### config.mk
export PLATFORM = sky130hd
export DESIGN_NAME = stable_priority_queue
export DESIGN_NICKNAME = d
export VERILOG_FILES = /design/src/rtl/spq_pkg.sv /design/src/rtl/stable_priority_queue.sv /design/src/rtl/spq_cell.sv
export SDC_FILE = /design/constraint.sdc
export NUM_CORES = 2
export LEC_CHECK = 0
export ABC_AREA = 1
export ABC_CLOCK_PERIOD_IN_PS = 19610
export BUFFER_PORTS_ARGS = -buffer_cell sky130_fd_sc_hd__buf_2
export CAP_MARGIN = 5
export CORE_MARGIN = 2
export CORE_UTILIZATION = 30
export CTS_CLUSTER_DIAMETER = 100
export DETAILED_ROUTE_END_ITERATION = 8
export PLACE_DENSITY = 0.54
export SYNTH_ARGS = -nofsm -noshare
export SYNTH_HDL_FRONTEND = slang
export SYNTH_SLANG_ARGS = --single-unit
### constraint.sdc
create_clock -name clk -period 19.61 [get_ports clk]
set_clock_uncertainty 0.2 [all_clocks]
set_input_delay 2.9415 -clock clk [delete_from_list [all_inputs] [get_ports clk]]
set_output_delay 2.9415 -clock clk [all_outputs]
set_load 0.01 [all_outputs]
### src/rtl/spq_pkg.sv
// ----------------------------------------------------------------------------
// spq_pkg: shared types and constants of the stable priority queue
// Request codes, the stored record, the per-cell control word and the
// configuration register map.
// ----------------------------------------------------------------------------
package spq_pkg;

  // Request codes carried on req_type.
  typedef enum logic [1:0] {
    REQ_ENQUEUE = 2'd0,
    REQ_DEQUEUE = 2'd1,
    REQ_PEEK    = 2'd2,
    REQ_NONE    = 2'd3
  } req_t;

  // One packet record as held by a cell.
  typedef struct packed {
    logic [15:0] id;
    logic [7:0]  prio;
    logic [31:0] size;
    logic [31:0] arrival;
  } entry_t;

  // Operation broadcast to every cell in a cycle.
  typedef struct packed {
    logic push;
    logic pop;
  } cell_ctrl_t;

  localparam int unsigned CAP_W         = 5;
  localparam int unsigned OCC_OUT_W     = 5;
  localparam int unsigned APB_ADDR_W    = 3;
  localparam int unsigned APB_DATA_W    = 32;
  localparam int unsigned REG_CAPACITY  = 0;
  localparam logic [CAP_W-1:0] CAPACITY_RESET = 5'd16;

endpackage

### src/rtl/stable_priority_queue.sv
// ----------------------------------------------------------------------------
// stable_priority_queue: bounded priority queue of packet records
// A chain of DEPTH cells kept sorted by priority with the head in cell 0.
// Enqueue, dequeue and peek are each processed in the cycle they are accepted.
// ----------------------------------------------------------------------------
//
//   channel  handshake            payload
//   -------  -------------------  ---------------------------------------------
//   in       in_valid / in_stall  req_type, pkt_id, pkt_priority, pkt_size,
//                                 pkt_arrival
//   out      out_valid/ out_stall accepted, found, out_id, out_priority,
//                                 out_size, out_arrival, occupancy_now
//   config   APB (psel..pready)   capacity at byte address 0
//
// Every request is processed in the cycle it is accepted and its word is in
// the output register on the next cycle, one request per cycle sustained
// while out_stall is low. This rests on the compare in each cell and the
// neighbor shift, which all cells perform in parallel.
// Reset clears the occupancy count, the output valid flag and sets capacity
// to 16; the record storage is not cleared, cells above the count are unused.
// While out_stall holds a full output register, in_stall is raised; a word
// taken in the same cycle frees the register for the next request.
// ----------------------------------------------------------------------------
module stable_priority_queue #(
  parameter int unsigned DEPTH = 16
) (
  input  logic                                 clk,
  input  logic                                 rst,

  input  logic                                 in_valid,
  output logic                                 in_stall,
  input  logic [1:0]                           req_type,
  input  logic [15:0]                          pkt_id,
  input  logic [7:0]                           pkt_priority,
  input  logic [31:0]                          pkt_size,
  input  logic [31:0]                          pkt_arrival,

  output logic                                 out_valid,
  input  logic                                 out_stall,
  output logic                                 accepted,
  output logic                                 found,
  output logic [15:0]                          out_id,
  output logic [7:0]                           out_priority,
  output logic [31:0]                          out_size,
  output logic [31:0]                          out_arrival,
  output logic [4:0]                           occupancy_now,

  input  logic                                 psel,
  input  logic                                 penable,
  input  logic                                 pwrite,
  input  logic [spq_pkg::APB_ADDR_W-1:0]       paddr,
  input  logic [spq_pkg::APB_DATA_W-1:0]       pwdata,
  output logic [spq_pkg::APB_DATA_W-1:0]       prdata,
  output logic                                 pready
);

  // Occupancy must hold DEPTH itself; comparisons against the 5-bit capacity
  // register are done at the wider of the two widths.
  localparam int unsigned OCC_W = $clog2(DEPTH + 1);
  localparam int unsigned CMP_W = (OCC_W > spq_pkg::CAP_W) ? OCC_W : spq_pkg::CAP_W;

  logic [spq_pkg::CAP_W-1:0] capacity;
  logic [OCC_W-1:0]          occupancy;
  logic [OCC_W-1:0]          occupancy_next;

  // Configuration port. The register index is the word address above the
  // byte offset, so a write to any other word is ignored.
  logic cfg_write;
  logic cfg_hit;

  assign pready    = 1'b1;
  assign cfg_hit   = (paddr[spq_pkg::APB_ADDR_W-1:2] == spq_pkg::REG_CAPACITY[0:0]);
  assign cfg_write = psel && penable && pwrite && pready && cfg_hit;

  always_comb begin
    prdata = '0;
    if (cfg_hit) begin
      prdata[spq_pkg::CAP_W-1:0] = capacity;
    end
  end

  always_ff @(posedge clk) begin
    if (rst) begin
      capacity <= spq_pkg::CAPACITY_RESET;
    end else if (cfg_write) begin
      capacity <= pwdata[spq_pkg::CAP_W-1:0];
    end
  end

  // Request decode. The enqueue limit is the smaller of capacity and DEPTH.
  logic                in_accept;
  spq_pkg::req_t       req;
  spq_pkg::entry_t     new_entry;
  spq_pkg::cell_ctrl_t ctrl;
  logic                has_room;
  logic                not_empty;
  logic [CMP_W-1:0]    occ_ext;
  logic [CMP_W-1:0]    cap_ext;
  logic [CMP_W-1:0]    limit;

  assign in_stall  = out_valid && out_stall;
  assign in_accept = in_valid && !in_stall;
  assign req       = spq_pkg::req_t'(req_type);

  assign new_entry.id       = pkt_id;
  assign new_entry.prio     = pkt_priority;
  assign new_entry.size     = pkt_size;
  assign new_entry.arrival  = pkt_arrival;

  assign occ_ext   = CMP_W'(occupancy);
  assign cap_ext   = CMP_W'(capacity);
  assign limit     = (cap_ext < CMP_W'(DEPTH)) ? cap_ext : CMP_W'(DEPTH);
  assign has_room  = occ_ext < limit;
  assign not_empty = (occupancy != '0);

  always_comb begin
    ctrl.push = 1'b0;
    ctrl.pop  = 1'b0;
    if (in_accept) begin
      case (req)
        spq_pkg::REQ_ENQUEUE: ctrl.push = has_room;
        spq_pkg::REQ_DEQUEUE: ctrl.pop  = not_empty;
        default: begin
        end
      endcase
    end
  end

  always_comb begin
    occupancy_next = occupancy;
    if (ctrl.push) begin
      occupancy_next = occupancy + OCC_W'(1);
    end else if (ctrl.pop) begin
      occupancy_next = occupancy - OCC_W'(1);
    end
  end

  always_ff @(posedge clk) begin
    if (rst) begin
      occupancy <= '0;
    end else begin
      occupancy <= occupancy_next;
    end
  end

  // The cell chain. A cell is in use when its index is below the count, so
  // the records kept in place form a prefix and the new record lands in the
  // first cell that does not keep; cells beyond it shift one place toward
  // the tail. A dequeue shifts every cell one place toward the head.
  spq_pkg::entry_t entries [DEPTH];
  logic [DEPTH-1:0] keeps;

  for (genvar i = 0; i < DEPTH; i++) begin : g_cell
    logic            used;
    logic            left_keep;
    spq_pkg::entry_t left_entry;
    spq_pkg::entry_t right_entry;

    assign used = (CMP_W'(i) < occ_ext);

    if (i == 0) begin : g_head
      assign left_keep  = 1'b1;
      assign left_entry = new_entry;
    end else begin : g_body
      assign left_keep  = keeps[i-1];
      assign left_entry = entries[i-1];
    end

    if (i == DEPTH - 1) begin : g_tail
      assign right_entry = entries[i];
    end else begin : g_mid
      assign right_entry = entries[i+1];
    end

    spq_cell u_cell (
      .clk         (clk),
      .ctrl        (ctrl),
      .used        (used),
      .left_keep   (left_keep),
      .left_entry  (left_entry),
      .right_entry (right_entry),
      .new_entry   (new_entry),
      .keep        (keeps[i]),
      .entry       (entries[i])
    );
  end

  // Result word. The head fields read zero unless a head is returned.
  logic                        head_found;
  logic [CMP_W-1:0]            occ_next_ext;

  assign head_found   = not_empty && ((req == spq_pkg::REQ_DEQUEUE) ||
                                      (req == spq_pkg::REQ_PEEK));
  assign occ_next_ext = CMP_W'(occupancy_next);

  always_ff @(posedge clk) begin
    if (rst) begin
      out_valid <= 1'b0;
    end else if (in_accept) begin
      out_valid <= 1'b1;
    end else if (!out_stall) begin
      out_valid <= 1'b0;
    end
  end

  always_ff @(posedge clk) begin
    if (in_accept) begin
      accepted      <= ctrl.push;
      found         <= head_found;
      out_id        <= head_found ? entries[0].id       : '0;
      out_priority  <= head_found ? entries[0].prio     : '0;
      out_size      <= head_found ? entries[0].size     : '0;
      out_arrival   <= head_found ? entries[0].arrival  : '0;
      occupancy_now <= occ_next_ext[spq_pkg::OCC_OUT_W-1:0];
    end
  end

endmodule

### src/rtl/spq_cell.sv
// ----------------------------------------------------------------------------
// spq_cell: one storage cell of the sorted chain
// Holds one record, compares its priority against the incoming one and
// either keeps its record, takes the new one, or takes a neighbor's.
// ----------------------------------------------------------------------------
module spq_cell (
  input  logic                clk,
  input  spq_pkg::cell_ctrl_t ctrl,
  input  logic                used,
  input  logic                left_keep,
  input  spq_pkg::entry_t     left_entry,
  input  spq_pkg::entry_t     right_entry,
  input  spq_pkg::entry_t     new_entry,
  output logic                keep,
  output spq_pkg::entry_t     entry
);

  // An occupied cell whose priority is equal or more urgent stays put, so
  // equal priorities keep their arrival order.
  assign keep = used && (entry.prio <= new_entry.prio);

  always_ff @(posedge clk) begin
    if (ctrl.push && !keep) begin
      if (left_keep) begin
        entry <= new_entry;
      end else begin
        entry <= left_entry;
      end
    end else if (ctrl.pop) begin
      entry <= right_entry;
    end
  end

endmodule

Yosys cells after proc, flatten, opt, wreduce, memory -nomap -nowiden
Index checks and enable logic that the tools add are counted.
{"block": "word_totals", "out_inout_bits": 130, "wordCells": 241, "register_bits": 1514}
{"block": "classes", "muxes": 54, "n_lt_le_gt_ge": 34, "eq_ne": 3, "n_reduce_logical": 73, "n_bitwise": 1, "add_sub_neg": 2}
{"op": "88-bit 2-to-1 mux", "n": 45}
{"op": "8-bit less-or-equal comparator", "n": 16}
{"op": "4-bit by 5-bit less-than comparator with 1-bit output (first input constant)", "n": 8}
{"op": "1-bit logical AND", "n": 38}
{"op": "2-bit nonzero test", "n": 15}
{"op": "3-bit by 5-bit less-than comparator with 1-bit output (first input constant)", "n": 4}
{"op": "5-bit 2-to-1 mux", "n": 4}
{"op": "1-bit zero test", "n": 17}
{"op": "1-bit by 5-bit less-than comparator with 1-bit output (first input constant)", "n": 2}
{"op": "2-bit by 5-bit less-than comparator with 1-bit output (first input constant)", "n": 2}
{"op": "5-bit by 1-bit adder with 5-bit output (second input constant)", "n": 1}
{"op": "5-bit less-than comparator", "n": 1}
{"op": "5-bit less-than comparator (second input constant)", "n": 1}
{"op": "5-bit nonzero test", "n": 1}
{"op": "5-bit by 1-bit subtractor with 5-bit output (second input constant)", "n": 1}
{"op": "1-bit 2-to-1 mux", "n": 4}
{"op": "2-bit by 1-bit equality test with 1-bit output (second input constant)", "n": 1}
{"op": "2-bit equality test (second input constant)", "n": 1}
{"op": "2-bit zero test", "n": 1}
{"op": "2-bit 2-to-1 mux", "n": 1}
{"op": "2-bit by 1-bit inequality test with 1-bit output (second input constant)", "n": 1}
{"op": "1-bit logical OR", "n": 1}
{"op": "1-bit inverter", "n": 1}

Logic depth before layout (Yosys ltp)
{"block": "logic_depth", "ltp_word": 7, "ltp_mapped": 17}

Cells and area by module
From an unflattened synthesis, not the netlist that was laid out.
{"block": "hier_totals", "cells_unflattened": 8767, "area_unflattened_um2": 87785.4}
{"module": "spq_cell at g_cell[0].u_cell ...", "cells_each": 519, "seq_area_each_um2": 2642.5, "area_each_um2": 5190.0, "n_inst": 15}
{"module": "spq_cell at g_cell[10].u_cell", "cells_each": 519, "seq_area_each_um2": 2642.5, "area_each_um2": 5183.7, "n_inst": 1}
{"module": "stable_priority_queue", "cells_each": 463, "seq_area_each_um2": 3072.9, "area_each_um2": 4752.1, "n_inst": 1}

Least setup slack after synthesis
OpenSTA, ideal clock, no wires.
{"block": "synth_path", "kind": "input-to-reg", "start": "in pkt_priority[3]", "end": "reg g_cell[15].u_cell.entry[0] (netlist name), enable pin", "arrival_time_ns": 7.956, "n_path_buf": 1, "required_ns": 18.873, "path_slack_ns": 10.917, "setup_ns": 0.537, "path_stages": 9, "path_cell_list": "clkbuf_1 -> inv_1 -> ha_1 -> nand2_1 -> o21ai_0 -> a21oi_1 -> nor2_1 -> nor2_1 -> nor2_1"}
{"block": "synth_via", "elab_chain_len": 4}
{"element": "start: declaration", "line": "stable_priority_queue.sv:34", "rtl": "input logic [7:0] pkt_priority,"}
{"element": "8-bit less-or-equal comparator", "line": "spq_cell.sv:20", "rtl": "assign keep = used && (entry.prio <= new_entry.prio);"}
{"element": "1-bit logical AND", "line": "spq_cell.sv:20"}
{"element": "1-bit zero test", "line": "spq_cell.sv:23", "rtl": "if (ctrl.push && !keep) begin"}
{"element": "1-bit logical AND", "line": "spq_cell.sv:23"}
{"element": "end signal: assignment", "line": "spq_cell.sv:25", "rtl": "entry <= new_entry;"}
{"element": "end signal: assignment", "line": "spq_cell.sv:27", "rtl": "entry <= left_entry;"}
{"element": "end signal: assignment", "line": "spq_cell.sv:30", "rtl": "entry <= right_entry;"}
{"element": "end: declaration", "line": "spq_cell.sv:15", "rtl": "output spq_pkg::entry_t entry"}
Every way passes these cells.
A chain may end at the register's enable or synchronous reset.

Worst setup path after layout
{"block": "layout_path", "start": "in pkt_priority[4]", "end": "reg g_cell[10].u_cell.entry[48] (netlist name), data pin"}
{"block": "layout_via", "elab_chain_len": 5, "word_cells_on_any_way": 8, "cone_classes": "order compare (2); mux (2); reduce/logical (4)"}
{"element": "8-bit less-or-equal comparator", "line": "spq_cell.sv:20"}
{"element": "1-bit logical AND", "line": "spq_cell.sv:20"}
{"element": "1-bit zero test", "line": "spq_cell.sv:23"}
{"element": "1-bit logical AND", "line": "spq_cell.sv:23"}
{"element": "88-bit 2-to-1 mux (*)", "line": "spq_cell.sv:23"}
{"element": "end signal: assignment", "line": "spq_cell.sv:25"}
{"element": "end signal: assignment", "line": "spq_cell.sv:27"}
{"element": "end signal: assignment", "line": "spq_cell.sv:30"}
{"element": "end: declaration", "line": "spq_cell.sv:15"}
Every way passes the cells marked *; elsewhere a longest branch is shown, timed or not.

==> results by stage <==
Finish:
- From synthesis to final layout, the design area changed by 11.68%.
- In the layout the commonest cells are nand2_1, edfxtp_1, nand3_1, inv_1, buf_2.
- The final layout contains 10.99k nets.
- Once layout is complete, the cells apart from fillers number 14.60k.
- The commonest non-fill, non-tap cell in the layout is nand2_1.
- The fraction of layout cells with a size suffix above 1 is 6.266%.

Die:
- The core region area is 279600 um^2.
- The vertical extent of the die is 534.5 um.
- The floorplan has 194 rows.
- The chip width is 534.5 um.
- The area enclosed by the die boundary is 285700 um^2.
- The initial core utilization is 30.19%.
- During I/O placement, the number of pins put on the boundary was 262.

Run status:
- The run finished with clean final reports.

Routing:
- The count of unresolved DRC violations after routing is 0.
- The first detailed-routing pass took 8 iterations.
- For this block, the via count after detailed routing is 77.45k.
- The violation count after the first detailed-routing iteration is 10.24k.
- The average vias per placed instance is 5.304.
- Wires add up to 358.9 mm.
- After detailed routing, the average wire length per cell comes to 24.58 um.
- In this run the remaining antenna-violating nets after routing total 0.

CTS:
- The CTS tree is done.
- The buffer levels on the longest clock path is 3.
- The total of hold buffers inserted after clock tree synthesis is 0.
- Once the clock tree was built, the setup fixing pass inserted 0 buffers.
- Clock-pin slew was measured on the worst setup and hold paths at 0.06 ns.
- The total number of H-tree levels is 4.
- The total of cells resized after clock tree synthesis is 0.
- The clock sink count is 1514.
- The cell sitting at the root of the clock tree is a clkbuf_16.
- Counting the buffers created by CTS gives 184.
- For the worst-skew pair, the clock arrives at the later sink with an insertion delay of 0.90 ns.

Critical path:
- STA puts the critical path data arrival time at 9.71 ns.
- The data required time at the worst endpoint is 20.03 ns.
- The critical path is of the in2reg type.
- The depth of the worst register-to-register path is 11.
- The launch instance of the worst register-to-register path is occ_ext[4].
- For this run, the slowest stage of the critical path takes 0.93 ns.
- The setup slack of the most critical reg-to-reg path is 12.57 ns.
- The critical path goes through buf_2 -> inv_1 -> buf_4 -> ha_1 -> nand2_1 -> nor2_1 -> nand4_1 -> nand2_4 -> nand2_4 -> nand2_4 -> buf_4 -> clkinv_2 -> buf_4 -> nand2_1 -> nand2_1.
- The worst setup path is launched from an input port.
- The critical path endpoint category is a flip-flop.
- The library cell contributing the largest single delay on the critical path is nand2_4.
- The end of the worst register-to-register path is g_cell[1].u_cell.entry[25].
- The biggest fanout along the worst timing path is 55.

STA:
- Static timing analysis puts the maximum clock frequency at 0.1076 GHz.
- The worst path in the final design needs a cycle of 9.295 ns, including I/O delays and setup.
- The count of final max-slew check failures was 0.
- Setup repair after global routing left no endpoint under its margin.
- Of the available clock period, the critical path in the final layout requires 47.40%.
- The final hold violation count came to 0.
- Setup violations remaining at the end of the flow were counted as 0.
- In this run the tightest slew margin relative to its limit is 15.93%.
- For the pin with the worst max-slew slack, the measured transition is 1.261 ns.
- The sum of negative setup slack is 0 ns.

Logic synthesis:
- The count of warnings emitted by yosys is 0.
- Summing every instance area after synthesis gives 84430 um^2.
- Synthesis produced 10.98k cells.
- Of the synthesized area, sequential elements account for 53.72%.
- Dividing the synthesized area by the synthesized cell count gives 7.692 um^2.
- Synthesis inferred 1514 register bits.
- The count of different cell masters after synthesis is 35.

Run:
- The tool flagged a number of max-cap violations equal to 0.

Hold path:
- The type of the worst min-delay path is reg2reg.
- The path with the worst hold slack has its endpoint at g_cell[14].u_cell.entry[12].
- The worst hold path was traced through 2 stages.
- In this run the most critical hold path is launched from g_cell[15].u_cell.entry[12].

GRT:
- The first global-routing pass estimated 514.9 mm of wire.
- The via count of the first global-routing pass is 72.92k.
- The pin count of the biggest net entering global routing is 91.
- The initial antenna violation count is 33.
- Global routing finished with a remaining overflow of 0.
- The all-layer global routing usage is 24.38%.

Place:
- At the end of routability-driven placement, the weighted congestion stood at 0.8956.
- The count of buffers from port buffering is 204.
- Counting tap cells, the placed design contains a total of 14.26k instances.
- The half-perimeter wire length after placement is 202.0 mm.

Pwr:
- VDD sags by at most 105.1 uV.
- The power per cell area is 91.50 nW/um^2.
- Summed over all cells, the static leakage comes to 43.81 nW.
cell type report:
type / count / area, um^2
clock buffers: 228 / 4830
diodes: 10 / 25.02
well taps: 3724 / 4659
clock inverters: 108 / 997.2
fillers: 29944 / 185300
inverters: 281 / 1097
flip-flops and latches: 1514 / 45350
multi-input cells: 8409 / 35370
repair buffers: 329 / 1959
worst max-delay path by stage:
stage                     from                           to  cells past startpoint
4_1_cts        pkt_priority[6]  g_cell[10].u_cell.entry[48]                     15
5_1_grt        pkt_priority[6]  g_cell[10].u_cell.entry[35]                     15
3_3_place_gp   pkt_priority[6]  g_cell[10].u_cell.entry[48]                     15
3_5_place_dp   pkt_priority[6]  g_cell[10].u_cell.entry[35]                     15
2_1_floorplan  pkt_priority[3]   g_cell[15].u_cell.entry[0]                      9
6_report       pkt_priority[4]  g_cell[10].u_cell.entry[48]                     15
per-stage QoR:
stage                     hold WS [ns]  total power, mW  cell area, um^2  util (%)  setup slack, ns
after floorplan                 0.2442            4.702            84530         -            10.92
after global placement          0.2970            5.240            88440     31.63            9.772
after detailed placement        0.3052            5.250            88440     31.63            9.686
after CTS                       0.2952            8.621            94270     33.71            10.60
after global routing            0.3320            8.890            94270     33.71            10.36
final                           0.3049            8.628            94290     33.72            10.31
metal layers:
metal | up-vias | GRT usage, % | part of all wire [%]
li1 | 34784 | - | -
met1 | 37025 | 32.82 | 40
met2 | 4748 | 37.59 | 43
met3 | 870 | 5.521 | 12
met4 | 24 | 10.22 | 4.9
met5 | - | 0 | 0.040
critical path, delay by kind of cell:
kind / cells / cell delay [ns]
simple gates: 8 / 3.12
buf+inv: 6 / 3.17
fa+ha+maj: 1 / 0.32
cell usage after synthesis, drive strengths merged:
master,instances,share of area [%]
a21oi,48,0.29
xnor2,1,0.010
nand4,16,0.12
dfxtp,11,0.26
nand2,6573,29
and3,1,0.0074
buf,222,1.3
ha,138,2.0
nor2,149,0.67
edfxtp,1503,53
nand3b,1,0.0089
nand3,1238,7.3
inv,281,1.2
conb,2,0.0089
nor3,1,0.0059
o21a,1,0.0089
o211ai,1,0.0089
a31oi,1,0.015
o21bai,1,0.0089
xor2,5,0.052
o21ai,191,1.1
and2,1,0.0074
clkbuf,577,2.6
a21o,14,0.12
power breakdown:
part,switching [mW],internal (mW)
Combinational,1.03,0.282
Clock,1.55,1.86
Sequential,0.0968,3.81
Total,2.68,5.95
sequential cells by signal, summed over array words and instances (netlist names):
name	count
occ_ext	5
g_cell.u_cell.entry	1408
out_arrival	32
accepted	1
occupancy_now	5
out_id	16
found	1
out_size	32
cap_ext	5
out_priority	8
out_valid	1
cell families (layout without fill, tap and decap cells):
group / Yosys count / after routing / synth area share [%]
AOI/OAI and AO/OA: 257 / 257 / 1.601
and+or+nand+nor: 7980 / 7980 / 37.42
buffers and inverters: 1080 / 946 / 5.144
adders and majority gates: 138 / 138 / 2.045
xor gates and xnor gates: 6 / 6 / 0.06224
other: 2 / 38 / 0.008895
DFF: 1514 / 1514 / 53.72
Power figures use the tool's default switching activity.
